`src/rtl/four_motor_health_checker_top_defines.svh`:
```
// Assertion macros used by the checker top RTL.
// Each use takes a label, an antecedent, a consequent and a message string.
`ifndef FOUR_MOTOR_HEALTH_CHECKER_TOP_DEFINES_SVH
`define FOUR_MOTOR_HEALTH_CHECKER_TOP_DEFINES_SVH

// consequent must hold in the same cycle as the antecedent
`define FMHC_ASSERT_SAME(lbl, ante, cons, msg) \
   lbl: assert property (@(posedge clock) disable iff (reset) (ante) |-> (cons)) \
      else $error(msg);

// consequent must hold in the cycle after the antecedent
`define FMHC_ASSERT_NEXT(lbl, ante, cons, msg) \
   lbl: assert property (@(posedge clock) disable iff (reset) (ante) |=> (cons)) \
      else $error(msg);

`endif

```
`src/rtl/fmhc_pkg.sv`:
```
`timescale 1ns / 1ps

package fmhc_pkg;

   // fixed field widths
   localparam int AVG_W  = 24;   // Q16.8 running average
   localparam int SUM_W  = 26;   // sum of four averages
   localparam int LIM_W  = 9;    // Q1.8 ratio limit
   localparam int CFG_W  = 16;   // tick registers and csr data
   localparam int CODE_W = 3;
   localparam int MAG_W  = 16;   // saturated magnitude
   localparam int RSP_W  = 24;   // packed result tdata
   localparam int CSR_IDX_W = 2;

   // register reset values
   localparam logic [CFG_W-1:0] TEST_TICKS_RST   = 16'd250;
   localparam logic [CFG_W-1:0] IGNORE_TICKS_RST = 16'd50;
   localparam logic [LIM_W-1:0] ENC_LIMIT_RST    = 9'd128;
   localparam logic [LIM_W-1:0] AMP_LIMIT_RST    = 9'd128;

   // wheel grades
   localparam logic [CODE_W-1:0] CODE_NONE   = 3'd0;
   localparam logic [CODE_W-1:0] CODE_GOOD   = 3'd1;
   localparam logic [CODE_W-1:0] CODE_AMP    = 3'd2;
   localparam logic [CODE_W-1:0] CODE_ENC    = 3'd3;
   localparam logic [CODE_W-1:0] CODE_NO_AMP = 3'd4;
   localparam logic [CODE_W-1:0] CODE_NO_ENC = 3'd5;

   typedef enum logic [1:0] {
      PHASE_STOP  = 2'd0,
      PHASE_DRIVE = 2'd1,
      PHASE_STEER = 2'd2
   } phase_type;

   typedef enum logic [1:0] {
      REPORT_NONE  = 2'd0,
      REPORT_DRIVE = 2'd1,
      REPORT_STEER = 2'd2
   } report_type;

   typedef enum logic [CSR_IDX_W-1:0] {
      CSR_TEST_TICKS   = 2'd0,
      CSR_IGNORE_TICKS = 2'd1,
      CSR_ENC_LIMIT    = 2'd2,
      CSR_AMP_LIMIT    = 2'd3
   } csr_index_type;

   // per-item control that travels down the pipeline
   typedef struct packed {
      logic       test_active;
      phase_type  phase;
      logic       drive_power;
      logic       steer_power;
      report_type report;
   } ctl_type;

endpackage

```
`src/rtl/four_motor_health_checker_top.sv`:
```
`timescale 1ns / 1ps

// Four-motor self-test checker. Each req item is one control tick carrying the
// enable and the four current and four velocity samples; each tick returns
// exactly one rsp item with phase, power commands and, once past the ignore
// window, a grade per wheel. The block takes one item per clock cycle while
// rsp_tready does not hold the pipeline back; the running averages and phase
// counter update in the cycle the item is accepted, so consecutive ticks
// chain without a gap. A result passes the stage A register (accept/average
// update), the stage B register (four-wheel sums), then the grading multiplies
// into the output register. Four lanes do the per-wheel work in parallel.
// Configuration writes should be made while no item is in flight.
module four_motor_health_checker_top
   import fmhc_pkg::*;
#(
   parameter int SAMPLE_BITS = 16,
   parameter int TICK_BITS   = 16
) (
   input  logic                          clock,
   input  logic                          reset,
   // req_tdata, low bit up: enable, amp_fl, amp_fr, amp_rl, amp_rr,
   //   vel_fl, vel_fr, vel_rl, vel_rr, zero fill
   input  logic                          req_tvalid,
   output logic                          req_tready,
   input  logic [((1+8*SAMPLE_BITS+7)/8)*8-1:0] req_tdata,
   // rsp_tdata, low bit up: test_active, phase_now[1:0], drive_power,
   //   steer_power, code_fl, code_fr, code_rl, code_rr, zero fill
   output logic                          rsp_tvalid,
   input  logic                          rsp_tready,
   output logic [RSP_W-1:0]              rsp_tdata,
   // rsp_tuser: report_kind
   output logic [1:0]                    rsp_tuser,
   input  logic                          csr_valid,
   output logic                          csr_ready,
   input  logic [CSR_IDX_W-1:0]          csr_index,
   input  logic [CFG_W-1:0]              csr_data
);

`include "four_motor_health_checker_top_defines.svh"

   localparam int CMP_W = (TICK_BITS > CFG_W) ? TICK_BITS : CFG_W;

   // configuration
   logic [CFG_W-1:0] test_ticks_ff;
   logic [CFG_W-1:0] ignore_ticks_ff;
   logic [LIM_W-1:0] enc_limit_ff;
   logic [LIM_W-1:0] amp_limit_ff;

   // test state
   logic                 running_ff;
   logic                 running_in;
   phase_type            phase_ff;
   phase_type            phase_in;
   phase_type            act_phase;
   logic [TICK_BITS-1:0] cnt_ff;
   logic [TICK_BITS-1:0] cnt_in;
   logic [TICK_BITS-1:0] cnt_act;
   logic [AVG_W-1:0]     drive_amp_ff [4];
   logic [AVG_W-1:0]     drive_vel_ff [4];
   logic [AVG_W-1:0]     steer_amp_ff [4];
   logic [AVG_W-1:0]     steer_vel_ff [4];

   // tick decode
   logic       accept;
   logic       en;
   logic       clr;
   logic       run;
   logic       live;
   logic       smp;
   ctl_type    ctl_in;
   logic [CMP_W-1:0] cnt_x;

   // lane signals
   logic signed [SAMPLE_BITS-1:0] amp_s [4];
   logic signed [SAMPLE_BITS-1:0] vel_s [4];
   logic [AVG_W-1:0] amp_old [4];
   logic [AVG_W-1:0] vel_old [4];
   logic [AVG_W-1:0] amp_new [4];
   logic [AVG_W-1:0] vel_new [4];

   // pipeline stages
   logic             a_v_ff;
   ctl_type          a_ctl_ff;
   logic [AVG_W-1:0] a_amp_ff [4];
   logic [AVG_W-1:0] a_vel_ff [4];
   logic             b_v_ff;
   ctl_type          b_ctl_ff;
   logic [AVG_W-1:0] b_amp_ff [4];
   logic [AVG_W-1:0] b_vel_ff [4];
   logic [SUM_W-1:0] b_amp_sum_ff;
   logic [SUM_W-1:0] b_vel_sum_ff;
   logic [SUM_W-1:0] amp_sum;
   logic [SUM_W-1:0] vel_sum;
   logic              c_v_ff;
   ctl_type           c_ctl_ff;
   logic [CODE_W-1:0] c_code_ff [4];
   logic [CODE_W-1:0] lane_code [4];
   logic a_ok;
   logic b_ok;
   logic c_ok;

   // handshakes: each stage loads when empty or when it drains
   assign c_ok       = !c_v_ff || rsp_tready;
   assign b_ok       = !b_v_ff || c_ok;
   assign a_ok       = !a_v_ff || b_ok;
   assign req_tready = a_ok;
   assign accept     = req_tvalid && a_ok;
   assign csr_ready  = 1'b1;

   // configuration writes
   always_ff @(posedge clock) begin
      if (reset) begin
         test_ticks_ff   <= TEST_TICKS_RST;
         ignore_ticks_ff <= IGNORE_TICKS_RST;
         enc_limit_ff    <= ENC_LIMIT_RST;
         amp_limit_ff    <= AMP_LIMIT_RST;
      end else if (csr_valid) begin
         unique case (csr_index_type'(csr_index))
            CSR_TEST_TICKS:   test_ticks_ff   <= csr_data;
            CSR_IGNORE_TICKS: ignore_ticks_ff <= csr_data;
            CSR_ENC_LIMIT:    enc_limit_ff    <= csr_data[LIM_W-1:0];
            CSR_AMP_LIMIT:    amp_limit_ff    <= csr_data[LIM_W-1:0];
         endcase
      end
   end

   // unpack samples
   assign en = req_tdata[0];
   for (genvar i = 0; i < 4; i++) begin : g_unpack
      assign amp_s[i] = req_tdata[1 + i*SAMPLE_BITS +: SAMPLE_BITS];
      assign vel_s[i] = req_tdata[1 + (4+i)*SAMPLE_BITS +: SAMPLE_BITS];
   end

   // enable edges: falling clears, rising starts the drive phase
   assign clr       = running_ff && !en;
   assign act_phase = clr ? PHASE_STOP
                    : (!running_ff && en) ? PHASE_DRIVE : phase_ff;
   assign cnt_act   = clr ? '0 : cnt_ff;
   assign cnt_x     = CMP_W'(cnt_act);
   assign run       = en && (act_phase == PHASE_DRIVE || act_phase == PHASE_STEER);
   assign live      = run && (cnt_x < CMP_W'(test_ticks_ff));
   assign smp       = live && (cnt_x > CMP_W'(ignore_ticks_ff));

   // next state
   always_comb begin
      running_in = en;
      phase_in   = act_phase;
      cnt_in     = cnt_act;
      if (live) begin
         if (cnt_act != {TICK_BITS{1'b1}}) begin
            cnt_in = cnt_act + 1'b1;
         end
      end else if (run) begin
         cnt_in   = '0;
         phase_in = (act_phase == PHASE_DRIVE) ? PHASE_STEER : PHASE_STOP;
      end
   end

   // per-tick outputs
   always_comb begin
      ctl_in.test_active = en;
      ctl_in.phase       = phase_in;
      ctl_in.drive_power = live && (act_phase == PHASE_DRIVE);
      ctl_in.steer_power = live && (act_phase == PHASE_STEER);
      if (!smp) begin
         ctl_in.report = REPORT_NONE;
      end else if (act_phase == PHASE_DRIVE) begin
         ctl_in.report = REPORT_DRIVE;
      end else begin
         ctl_in.report = REPORT_STEER;
      end
   end

   // averaging lanes
   for (genvar i = 0; i < 4; i++) begin : g_upd
      assign amp_old[i] = (act_phase == PHASE_DRIVE) ? drive_amp_ff[i] : steer_amp_ff[i];
      assign vel_old[i] = (act_phase == PHASE_DRIVE) ? drive_vel_ff[i] : steer_vel_ff[i];
      fmhc_upd #(
         .SAMPLE_BITS (SAMPLE_BITS)
      ) u_upd (
         .amp_sample (amp_s[i]),
         .vel_sample (vel_s[i]),
         .amp_old    (amp_old[i]),
         .vel_old    (vel_old[i]),
         .amp_new    (amp_new[i]),
         .vel_new    (vel_new[i])
      );
   end

   // test state registers
   always_ff @(posedge clock) begin
      if (reset) begin
         running_ff <= 1'b0;
         phase_ff   <= PHASE_STOP;
         cnt_ff     <= '0;
         for (int i = 0; i < 4; i++) begin
            drive_amp_ff[i] <= '0;
            drive_vel_ff[i] <= '0;
            steer_amp_ff[i] <= '0;
            steer_vel_ff[i] <= '0;
         end
      end else if (accept) begin
         running_ff <= running_in;
         phase_ff   <= phase_in;
         cnt_ff     <= cnt_in;
         for (int i = 0; i < 4; i++) begin
            if (clr) begin
               drive_amp_ff[i] <= '0;
               drive_vel_ff[i] <= '0;
               steer_amp_ff[i] <= '0;
               steer_vel_ff[i] <= '0;
            end else if (smp && act_phase == PHASE_DRIVE) begin
               drive_amp_ff[i] <= amp_new[i];
               drive_vel_ff[i] <= vel_new[i];
            end else if (smp) begin
               steer_amp_ff[i] <= amp_new[i];
               steer_vel_ff[i] <= vel_new[i];
            end
         end
      end
   end

   // stage A: control and fresh averages
   always_ff @(posedge clock) begin
      if (reset) begin
         a_v_ff <= 1'b0;
      end else if (a_ok) begin
         a_v_ff <= req_tvalid;
      end
   end

   always_ff @(posedge clock) begin
      if (accept) begin
         a_ctl_ff <= ctl_in;
         for (int i = 0; i < 4; i++) begin
            a_amp_ff[i] <= amp_new[i];
            a_vel_ff[i] <= vel_new[i];
         end
      end
   end

   // stage B: four-wheel sums
   fmhc_sum u_sum (
      .amp_avg (a_amp_ff),
      .vel_avg (a_vel_ff),
      .amp_sum (amp_sum),
      .vel_sum (vel_sum)
   );

   always_ff @(posedge clock) begin
      if (reset) begin
         b_v_ff <= 1'b0;
      end else if (b_ok) begin
         b_v_ff <= a_v_ff;
      end
   end

   always_ff @(posedge clock) begin
      if (b_ok && a_v_ff) begin
         b_ctl_ff     <= a_ctl_ff;
         b_amp_sum_ff <= amp_sum;
         b_vel_sum_ff <= vel_sum;
         for (int i = 0; i < 4; i++) begin
            b_amp_ff[i] <= a_amp_ff[i];
            b_vel_ff[i] <= a_vel_ff[i];
         end
      end
   end

   // stage C: grading lanes into the output register
   for (genvar i = 0; i < 4; i++) begin : g_grade
      fmhc_grade u_grade (
         .amp_avg   (b_amp_ff[i]),
         .vel_avg   (b_vel_ff[i]),
         .amp_sum   (b_amp_sum_ff),
         .vel_sum   (b_vel_sum_ff),
         .amp_limit (amp_limit_ff),
         .enc_limit (enc_limit_ff),
         .code      (lane_code[i])
      );
   end

   always_ff @(posedge clock) begin
      if (reset) begin
         c_v_ff <= 1'b0;
      end else if (c_ok) begin
         c_v_ff <= b_v_ff;
      end
   end

   always_ff @(posedge clock) begin
      if (c_ok && b_v_ff) begin
         c_ctl_ff <= b_ctl_ff;
         for (int i = 0; i < 4; i++) begin
            c_code_ff[i] <= (b_ctl_ff.report == REPORT_NONE) ? CODE_NONE : lane_code[i];
         end
      end
   end

   // result packing
   assign rsp_tvalid = c_v_ff;
   assign rsp_tuser  = c_ctl_ff.report;
   assign rsp_tdata  = {7'd0, c_code_ff[3], c_code_ff[2], c_code_ff[1], c_code_ff[0],
                        c_ctl_ff.steer_power, c_ctl_ff.drive_power,
                        c_ctl_ff.phase, c_ctl_ff.test_active};

   // checks
   `FMHC_ASSERT_SAME(a_codes_zero_no_report,
      c_v_ff && c_ctl_ff.report == REPORT_NONE,
      c_code_ff[0] == CODE_NONE && c_code_ff[1] == CODE_NONE &&
      c_code_ff[2] == CODE_NONE && c_code_ff[3] == CODE_NONE,
      "grades present without a report")
   `FMHC_ASSERT_SAME(a_power_exclusive, c_v_ff,
      !(c_ctl_ff.drive_power && c_ctl_ff.steer_power),
      "drive and steer power both commanded")
   `FMHC_ASSERT_SAME(a_report_has_power, c_v_ff && c_ctl_ff.report != REPORT_NONE,
      c_ctl_ff.drive_power || c_ctl_ff.steer_power,
      "report on a tick without power")
   `FMHC_ASSERT_NEXT(a_disable_clears, accept && !en,
      phase_ff == PHASE_STOP && cnt_ff == '0 && !running_ff,
      "disabled tick did not clear the test state")

endmodule

```
`src/rtl/fmhc_upd.sv`:
```
`timescale 1ns / 1ps

// One wheel lane: folds the current and velocity samples into their averages.
module fmhc_upd
   import fmhc_pkg::*;
#(
   parameter int SAMPLE_BITS = 16
) (
   input  logic signed [SAMPLE_BITS-1:0] amp_sample,
   input  logic signed [SAMPLE_BITS-1:0] vel_sample,
   input  logic        [AVG_W-1:0]       amp_old,
   input  logic        [AVG_W-1:0]       vel_old,
   output logic        [AVG_W-1:0]       amp_new,
   output logic        [AVG_W-1:0]       vel_new
);

   logic [MAG_W-1:0] amp_mag;
   logic [MAG_W-1:0] vel_mag;

   // two's complement magnitude, saturated to 16 bits
   function automatic logic [MAG_W-1:0] sat_mag(input logic [SAMPLE_BITS-1:0] s);
      logic [SAMPLE_BITS-1:0] m;
      logic [32:0]            w;
      m = s[SAMPLE_BITS-1] ? (~s + 1'b1) : s;
      w = 33'(m);
      return (|w[32:MAG_W]) ? {MAG_W{1'b1}} : w[MAG_W-1:0];
   endfunction

   // avg = (avg + (|x| << 8)) >> 1
   function automatic logic [AVG_W-1:0] fold(input logic [AVG_W-1:0] avg,
                                              input logic [MAG_W-1:0] mag);
      logic [AVG_W:0] sum;
      sum = {1'b0, avg} + {1'b0, mag, 8'd0};
      return sum[AVG_W:1];
   endfunction

   assign amp_mag = sat_mag(amp_sample);
   assign vel_mag = sat_mag(vel_sample);
   assign amp_new = fold(amp_old, amp_mag);
   assign vel_new = fold(vel_old, vel_mag);

endmodule

```
`src/rtl/fmhc_sum.sv`:
```
`timescale 1ns / 1ps

// Merge stage: four-wheel sums of current and velocity averages.
module fmhc_sum
   import fmhc_pkg::*;
(
   input  logic [AVG_W-1:0] amp_avg [4],
   input  logic [AVG_W-1:0] vel_avg [4],
   output logic [SUM_W-1:0] amp_sum,
   output logic [SUM_W-1:0] vel_sum
);

   assign amp_sum = (SUM_W'(amp_avg[0]) + SUM_W'(amp_avg[1]))
                  + (SUM_W'(amp_avg[2]) + SUM_W'(amp_avg[3]));
   assign vel_sum = (SUM_W'(vel_avg[0]) + SUM_W'(vel_avg[1]))
                  + (SUM_W'(vel_avg[2]) + SUM_W'(vel_avg[3]));

endmodule

```
`src/rtl/fmhc_grade.sv`:
```
`timescale 1ns / 1ps

// One wheel lane: grades a wheel against the four-wheel mean.
// Low means v * 1024 < limit * sum.
module fmhc_grade
   import fmhc_pkg::*;
(
   input  logic [AVG_W-1:0]  amp_avg,
   input  logic [AVG_W-1:0]  vel_avg,
   input  logic [SUM_W-1:0]  amp_sum,
   input  logic [SUM_W-1:0]  vel_sum,
   input  logic [LIM_W-1:0]  amp_limit,
   input  logic [LIM_W-1:0]  enc_limit,
   output logic [CODE_W-1:0] code
);

   localparam int PROD_W = LIM_W + SUM_W;

   logic [PROD_W-1:0] amp_thr;
   logic [PROD_W-1:0] vel_thr;
   logic              amp_low;
   logic              enc_low;

   assign amp_thr = PROD_W'(amp_limit) * PROD_W'(amp_sum);
   assign vel_thr = PROD_W'(enc_limit) * PROD_W'(vel_sum);
   assign amp_low = PROD_W'({amp_avg, 10'd0}) < amp_thr;
   assign enc_low = PROD_W'({vel_avg, 10'd0}) < vel_thr;

   // missing signals first, then current low, then encoder low
   always_comb begin
      priority if (amp_avg == '0) begin
         code = CODE_NO_AMP;
      end else if (vel_avg == '0) begin
         code = CODE_NO_ENC;
      end else if (amp_low) begin
         code = CODE_AMP;
      end else if (enc_low) begin
         code = CODE_ENC;
      end else begin
         code = CODE_GOOD;
      end
   end

endmodule
```
`config.mk`:
```
export PLATFORM = sky130hd
export DESIGN_NAME = four_motor_health_checker_top
export DESIGN_NICKNAME = d
export VERILOG_FILES = /design/src/rtl/fmhc_pkg.sv /design/src/rtl/four_motor_health_checker_top.sv /design/src/rtl/fmhc_upd.sv /design/src/rtl/fmhc_sum.sv /design/src/rtl/fmhc_grade.sv
export VERILOG_INCLUDE_DIRS = /design/src /design/src/rtl
export SDC_FILE = /design/constraint.sdc
export NUM_CORES = 2
export LEC_CHECK = 0
export BUFFER_PORTS_ARGS = -buffer_cell sky130_fd_sc_hd__buf_2
export CAP_MARGIN = 30
export CORE_ASPECT_RATIO = 1.2
export CORE_MARGIN = 3
export CORE_UTILIZATION = 25
export CTS_CLUSTER_SIZE = 20
export DETAILED_ROUTE_END_ITERATION = 6
export SYNTH_ARGS = -nofsm -noshare
export SYNTH_HDL_FRONTEND = slang
export SYNTH_SLANG_ARGS = --single-unit
```
`constraint.sdc`:
```
create_clock -name clock -period 27.1 [get_ports clock]
set_input_delay 4.065 -clock clock [delete_from_list [all_inputs] [get_ports clock]]
set_output_delay 4.065 -clock clock [all_outputs]
set_load 0.05 [all_outputs]
```
# Yosys cells after proc, flatten, opt, wreduce, memory -nomap -nowiden
# Memory sizes are Yosys's and may differ from the RTL's.
# Cells that the tools add are included.
# totals
regBits	337
n_memories	7
out_inout_bits	29
ram_bits	588
# memory_table
memory	depth	width	read_ports	rd_clocked_by_memory_dff	write_ports	line	source
b_amp_ff	4	24	4	0	4	four_motor_health_checker_top.sv:88	logic [AVG_W-1:0] b_amp_ff [4];
b_vel_ff	4	24	4	0	4	four_motor_health_checker_top.sv:89	logic [AVG_W-1:0] b_vel_ff [4];
drive_amp_ff	4	24	4	0	4	four_motor_health_checker_top.sv:58	logic [AVG_W-1:0] drive_amp_ff [4];
drive_vel_ff	4	24	4	0	4	four_motor_health_checker_top.sv:59	logic [AVG_W-1:0] drive_vel_ff [4];
steer_amp_ff	4	24	4	0	4	four_motor_health_checker_top.sv:60	logic [AVG_W-1:0] steer_amp_ff [4];
steer_vel_ff	4	24	4	0	4	four_motor_health_checker_top.sv:61	logic [AVG_W-1:0] steer_vel_ff [4];
+1 memories	--	--	--	--	--	--	
# classes
bitwise_logic	40
n_addsub	23
eq_ne	6
mux	99
magnitude_cmp	10
n_mul	2
n_reduce_logical	34
# ops
operator	count
24-bit two-way mux	40
24-bit by 24-bit adder with 25-bit output	12
34-bit by 35-bit < comparator with 1-bit output	8
24-bit logical NOT	8
16-bit two-way mux	12
16-bit by 1-bit adder with 16-bit output (second input constant)	9
16-bit inverter	8
9-bit by 26-bit multiplier with 35-bit output	2
26-bit adder	2
3-bit two-way mux	16
1-bit bitwise OR	32
1-bit two-way mux	21
2-bit two-way mux	10
16-bit > comparator	1
16-bit < comparator	1
16-bit inequality test (second input constant)	1
1-bit logical AND	11
2-bit AND reduction	4
2-bit equality test (second input constant)	3
1-bit logical NOT	5
2-bit by 1-bit equality test with 1-bit output (second input constant)	2
2-bit logical NOT	2
1-bit logical OR	4

# Depth between registers and ports, before layout
# depth
depth_word	16
mapped_depth	36

# By module
# From an unflattened synthesis, not the netlist that was laid out.
# hier_totals
hier_cells	11814
hier_area_um2	114646.2
# modules_own_cells
module	area_per_inst_um2	cells_per_inst	n_inst
four_motor_health_checker_top	37847.5	2473	1
fmhc_grade (g_grade[0].u_grade ...)	15489.9	1827	2
fmhc_grade (g_grade[2].u_grade)	15783.9	1880	1
fmhc_grade (g_grade[3].u_grade)	15702.6	1868	1
fmhc_upd (g_upd[0].u_upd ...)	2297.2	318	3
fmhc_sum	5196.2	676	1
fmhc_upd (g_upd[3].u_upd)	2244.7	309	1

# Worst setup path before layout
# No wires, ideal clock.
# synth_path
path_type	input -> register
startpoint	input port rsp_tready
endpoint	memory b_amp_ff[0][0], enable pin
n_path_buf	0
required_time_ns	25.853
stages	2
slack_ns	3.644
arrival_time_ns	22.208
cell_sequence	nor2b_1 a21boi_0
# synth_rtl
item	line	source
start, declared	four_motor_health_checker_top.sv:29	input logic rsp_tready,
end, declared	four_motor_health_checker_top.sv:88	

==> summary by stage <==
Synth
Summing the areas of all xor and xnor instances in the mapped netlist gives 5.07% of the synthesized area. The synthesized netlist devotes 22.0% of its cell area to adder and majority cells. The yosys synthesis warning count is 0. The post-synthesis compound-gate area fraction is 9.91%. The sequential-to-total area share from yosys stat is 40.1%. The summed instance area of the synthesized netlist is 66,300 um2. By count the netlist is led by sky130_fd_sc_hd__edfxtp_1, sky130_fd_sc_hd__inv_1, sky130_fd_sc_hd__ha_1.

In this run, synthesis inferred 837 flip-flops with an integrated enable. For this run, asynchronously set or reset flops after synthesis account for 0%. Counting distinct cell types in the post-synthesis netlist gives 102. The synthesized area divided by synthesized cell count is 10.5 um2. After synthesis, the largest family of logic cells by area is adder cells.

The number of flip-flops and latches in the synthesized netlist is 909. In the synthesized netlist the dominant register cell turns out to be sky130_fd_sc_hd__edfxtp_1. The most instantiated library cell after synthesis is sky130_fd_sc_hd__edfxtp_1.

The gate count of the mapped netlist is 6,299. The multiplexer share of the synthesized area is 3.08%. Of all cell types, the one taking the most synthesized area is sky130_fd_sc_hd__edfxtp_1. In this run the biggest area consumer among cell types represents 37.9% of the synthesized area. The fraction of the mapped netlist area in simple logic gates is 14.4%. Ranked by total cell area, the synthesized netlist is headed by sky130_fd_sc_hd__edfxtp_1, sky130_fd_sc_hd__ha_1, sky130_fd_sc_hd__fa_1, sky130_fd_sc_hd__inv_1, sky130_fd_sc_hd__xnor2_1.

Critical path
STA classifies the critical path endpoint as a register. The startpoint identified for the worst register-to-register timing path is amp_limit_ff[6]$_SDFFE_PP0P_. The number of cells on the worst reg-to-reg path is 32. The worst register-to-register path has a setup slack of 17.34 ns.

The required time of the critical path is 27.55 ns. STA classifies the critical path startpoint as a register. Data on the critical path arrives at its endpoint at 10.21 ns. The endpoint identified for the worst register-to-register timing path is c_code_ff[1][1]$_SDFFCE_PP0P_. For this run, the slowest stage of the critical path takes 0.97 ns.

For this design, the slowest cell found on the critical path is sky130_fd_sc_hd__dfxtp_1. Together, buffers and inverters on the worst path number 2. Of all nets on the critical path, the largest fanout is 27. Among cell families on the critical path, the largest total delay comes from compound AO/OA/AOI/OAI gates. The worst setup path is of the reg -> reg kind.

STA
The sum of negative setup slack is 0 ns. The final worst-path cycle share is 36.0%. For the pin with the worst max-slew slack, the measured transition is 1.02 ns. The highest attainable clock frequency is 102 MHz. The hold violation count in the final report was 0.

Setup repair after global routing left no endpoint under its margin. Across the routed clock network, the largest skew measured is 0.0360 ns. The headroom to the max-slew limit is 31.8%. Setup violations remaining at the end of the flow were counted as 0.

The final period demand of the worst path is 9.76 ns. The number of pins exceeding their max-slew limit in the final report is 0.

Layout
Cells with a size suffix above 1 make up 9.04% of the layout. In the final layout, the multi-input gates occupy 36,100 um2. The relative area change from synthesis to final layout is 12.7%. The number of non-filler instances in the completed layout is 10,078. The sequential cells in the finished layout cover a total of 26,600 um2. After routing the design area is 74,700 um2. The fill cell total of the finished layout is 27,221. The count of nets after finishing is 7,562.

Place
The instance area at placement is 71,400 um2. Buffers placed on the I/O ports in this run total 172. The HPWL after detailed placement is 130 mm. The global placer's final weighted congestion is 0.877.

Counting tap cells, the placed design contains a total of 9,895 instances.

Route
The post-detailed-routing wire length is 170 mm. The remaining antenna violation count after routing is 0. In the final routed layout, each cell accounts on average for 16.8 um. The first detailed-routing pass took 5 iterations.

The first routing iteration left 2,692 violations. The via density per instance is 4.59. In the routed design, unresolved DRC markers number 0. The detailed-route via count is 46,291.

Outcome
The flow ran to the end, and the final reports show no timing, DRC or antenna violations.

Pwr
The leakage power total is 31.4 nW. The worst vdd rail ir drop is 0.0000616 V. Power spread over the standard cell area amounts to 93.8 nW/um2.

Clock tree
The cell sitting at the root of the clock tree is a sky130_fd_sc_hd__clkbuf_16. Post-CTS repair changed the size of 0 cells. The clock reaches the later pin of the worst-skew pair after 0.72 ns. The H-tree depth is 3. In this run the deepest clock path goes through 3 buffers. Clock-pin slew was measured on the worst setup and hold paths at 0.07 ns.

TritonCTS built the clock tree. The post-CTS repair timing setup buffer count is 0. The total CTS buffers is 94.

The hold buffer count at CTS is 0. Counting every sink on the clock net gives 909.

Die
For this configuration, the core starts out at a cell density of 25.2%. The overall die height is 570 um. For this design the top-level I/O count stands at 188. The region available for standard cell placement spans 263,000 um2. The standard-cell row count is 206. The die boundary width is 476 um. The die covers 272,000 um2.

Hold path
The capture endpoint of the worst hold path is b_ctl_ff[0]$_DFFE_PP_. The path class of the tightest hold or removal check is reg -> reg. The cell depth of the worst min-delay path is 0. The worst hold path begins at a_ctl_ff[0]$_SDFFCE_PN0P_.

Global routing
The initial antenna violation count is 24. The final global-route overflow total is 0. The first global-routing pass estimated 267 mm of wire. The number of global-route vias before repair is 48,443. Entering global routing, the biggest net connects 162 pins. For this run, the total global-route usage over all layers was measured as 12.3%.

Flow run
The max-capacitance violation count is 0.
[sequential cells by signal (all words and copies together), names as in the netlist, 12 cells and up]
| name | cells |
|---|---|
| cnt_ff | 16 |
| ignore_ticks_ff | 16 |
| b_vel_sum_ff | 26 |
| a_amp_ff | 96 |
| steer_vel_ff | 92 |
| b_vel_ff | 96 |
| steer_amp_ff | 92 |
| c_code_ff | 12 |
| b_amp_sum_ff | 26 |
| drive_amp_ff | 92 |
| b_amp_ff | 96 |
| a_vel_ff | 96 |
| drive_vel_ff | 92 |
| test_ticks_ff | 16 |
[how the worst max path moves through the flow]
| stage | to | from | slack, ns | depth (start not counted) |
|---|---|---|---|---|
| 2_1_floorplan | b_amp_ff[0][0]$_DFFE_PP_ | rsp_tready | 3.64 | 2 |
| 3_3_place_gp | a_vel_ff[23]$_DFFE_PP_ | req_tdata[0] | 16.75 | 23 |
| 3_5_place_dp | a_vel_ff[23]$_DFFE_PP_ | req_tdata[0] | 16.60 | 23 |
| 4_1_cts | c_code_ff[1][1]$_SDFFCE_PP0P_ | amp_limit_ff[6]$_SDFFE_PP0P_ | 17.22 | 32 |
| 5_1_grt | c_code_ff[3][0]$_SDFFCE_PP0P_ | amp_limit_ff[7]$_SDFFE_PP1P_ | 16.58 | 31 |
| 6_report | c_code_ff[1][1]$_SDFFCE_PP0P_ | amp_limit_ff[6]$_SDFFE_PP0P_ | 17.34 | 32 |
[stage by stage]
stage                     power, W  setup WS [ns]  hold WS [ns]  util, %
final                      0.00701          17.34         0.420     28.4
after global routing       0.00754          16.58         0.425     28.4
after CTS                  0.00701          17.22         0.425     28.4
after detailed placement   0.00556          16.60         0.411     27.1
after global placement     0.00546          16.75         0.409     27.1
after floorplan            0.00453           3.64         0.400        -
[logic make-up (layout without fill, tap and decap cells)]
group           count (synthesis)  after routing
simple gates                 1939           1939
compound gates                999            999
fa+ha+maj                     954            954
buf+inv                       927           1158
flops                         909            909
xor+xnor                      382            382
mux                           187            187
other cells                     2             14
[cells in the final DEF, fill, tap and decap left out, types with 198 or more instances in the layout]
| cell | n |
|---|---|
| sky130_fd_sc_hd__inv_1 | 769 |
| sky130_fd_sc_hd__a21oi_1 | 277 |
| sky130_fd_sc_hd__and2_1 | 342 |
| sky130_fd_sc_hd__ha_1 | 593 |
| sky130_fd_sc_hd__nand2_1 | 481 |
| sky130_fd_sc_hd__fa_1 | 352 |
| sky130_fd_sc_hd__xnor2_1 | 288 |
| sky130_fd_sc_hd__edfxtp_1 | 837 |
| sky130_fd_sc_hd__o21ai_0 | 198 |
| sky130_fd_sc_hd__nor2_1 | 515 |
[routing by layer]
layer | vias to the layer above | part of all wire [%] | global-route usage [%]
met5 | - | 0.014 | 0
met4 | 4 | 4.4 | 5.24
met3 | 274 | 4.2 | 1.54
met2 | 995 | 49 | 21.5
met1 | 22901 | 43 | 15.2
li1 | 22117 | - | -
[report_power, final]
part | internal, W | leakage, nW | switching (W)
Clock | 0.000809 | 1.59 | 0.000596
Combinational | 0.00143 | 21.0 | 0.00219
Sequential | 0.00179 | 8.80 | 0.000192
Total | 0.00403 | 31.4 | 0.00298
[area by class of cell]
class | count | share of cell area, %
Antenna cell | 6 | 0.0201
Clock buffer | 101 | 3.18
Clock inverter | 74 | 1.29
Inverter | 770 | 3.88
Multi-Input combinational cell | 4469 | 48.4
Sequential cell | 909 | 35.6
Tap cell | 3536 | 5.92
Timing Repair Buffer | 213 | 1.79
(Power assumes the default switching activity.)
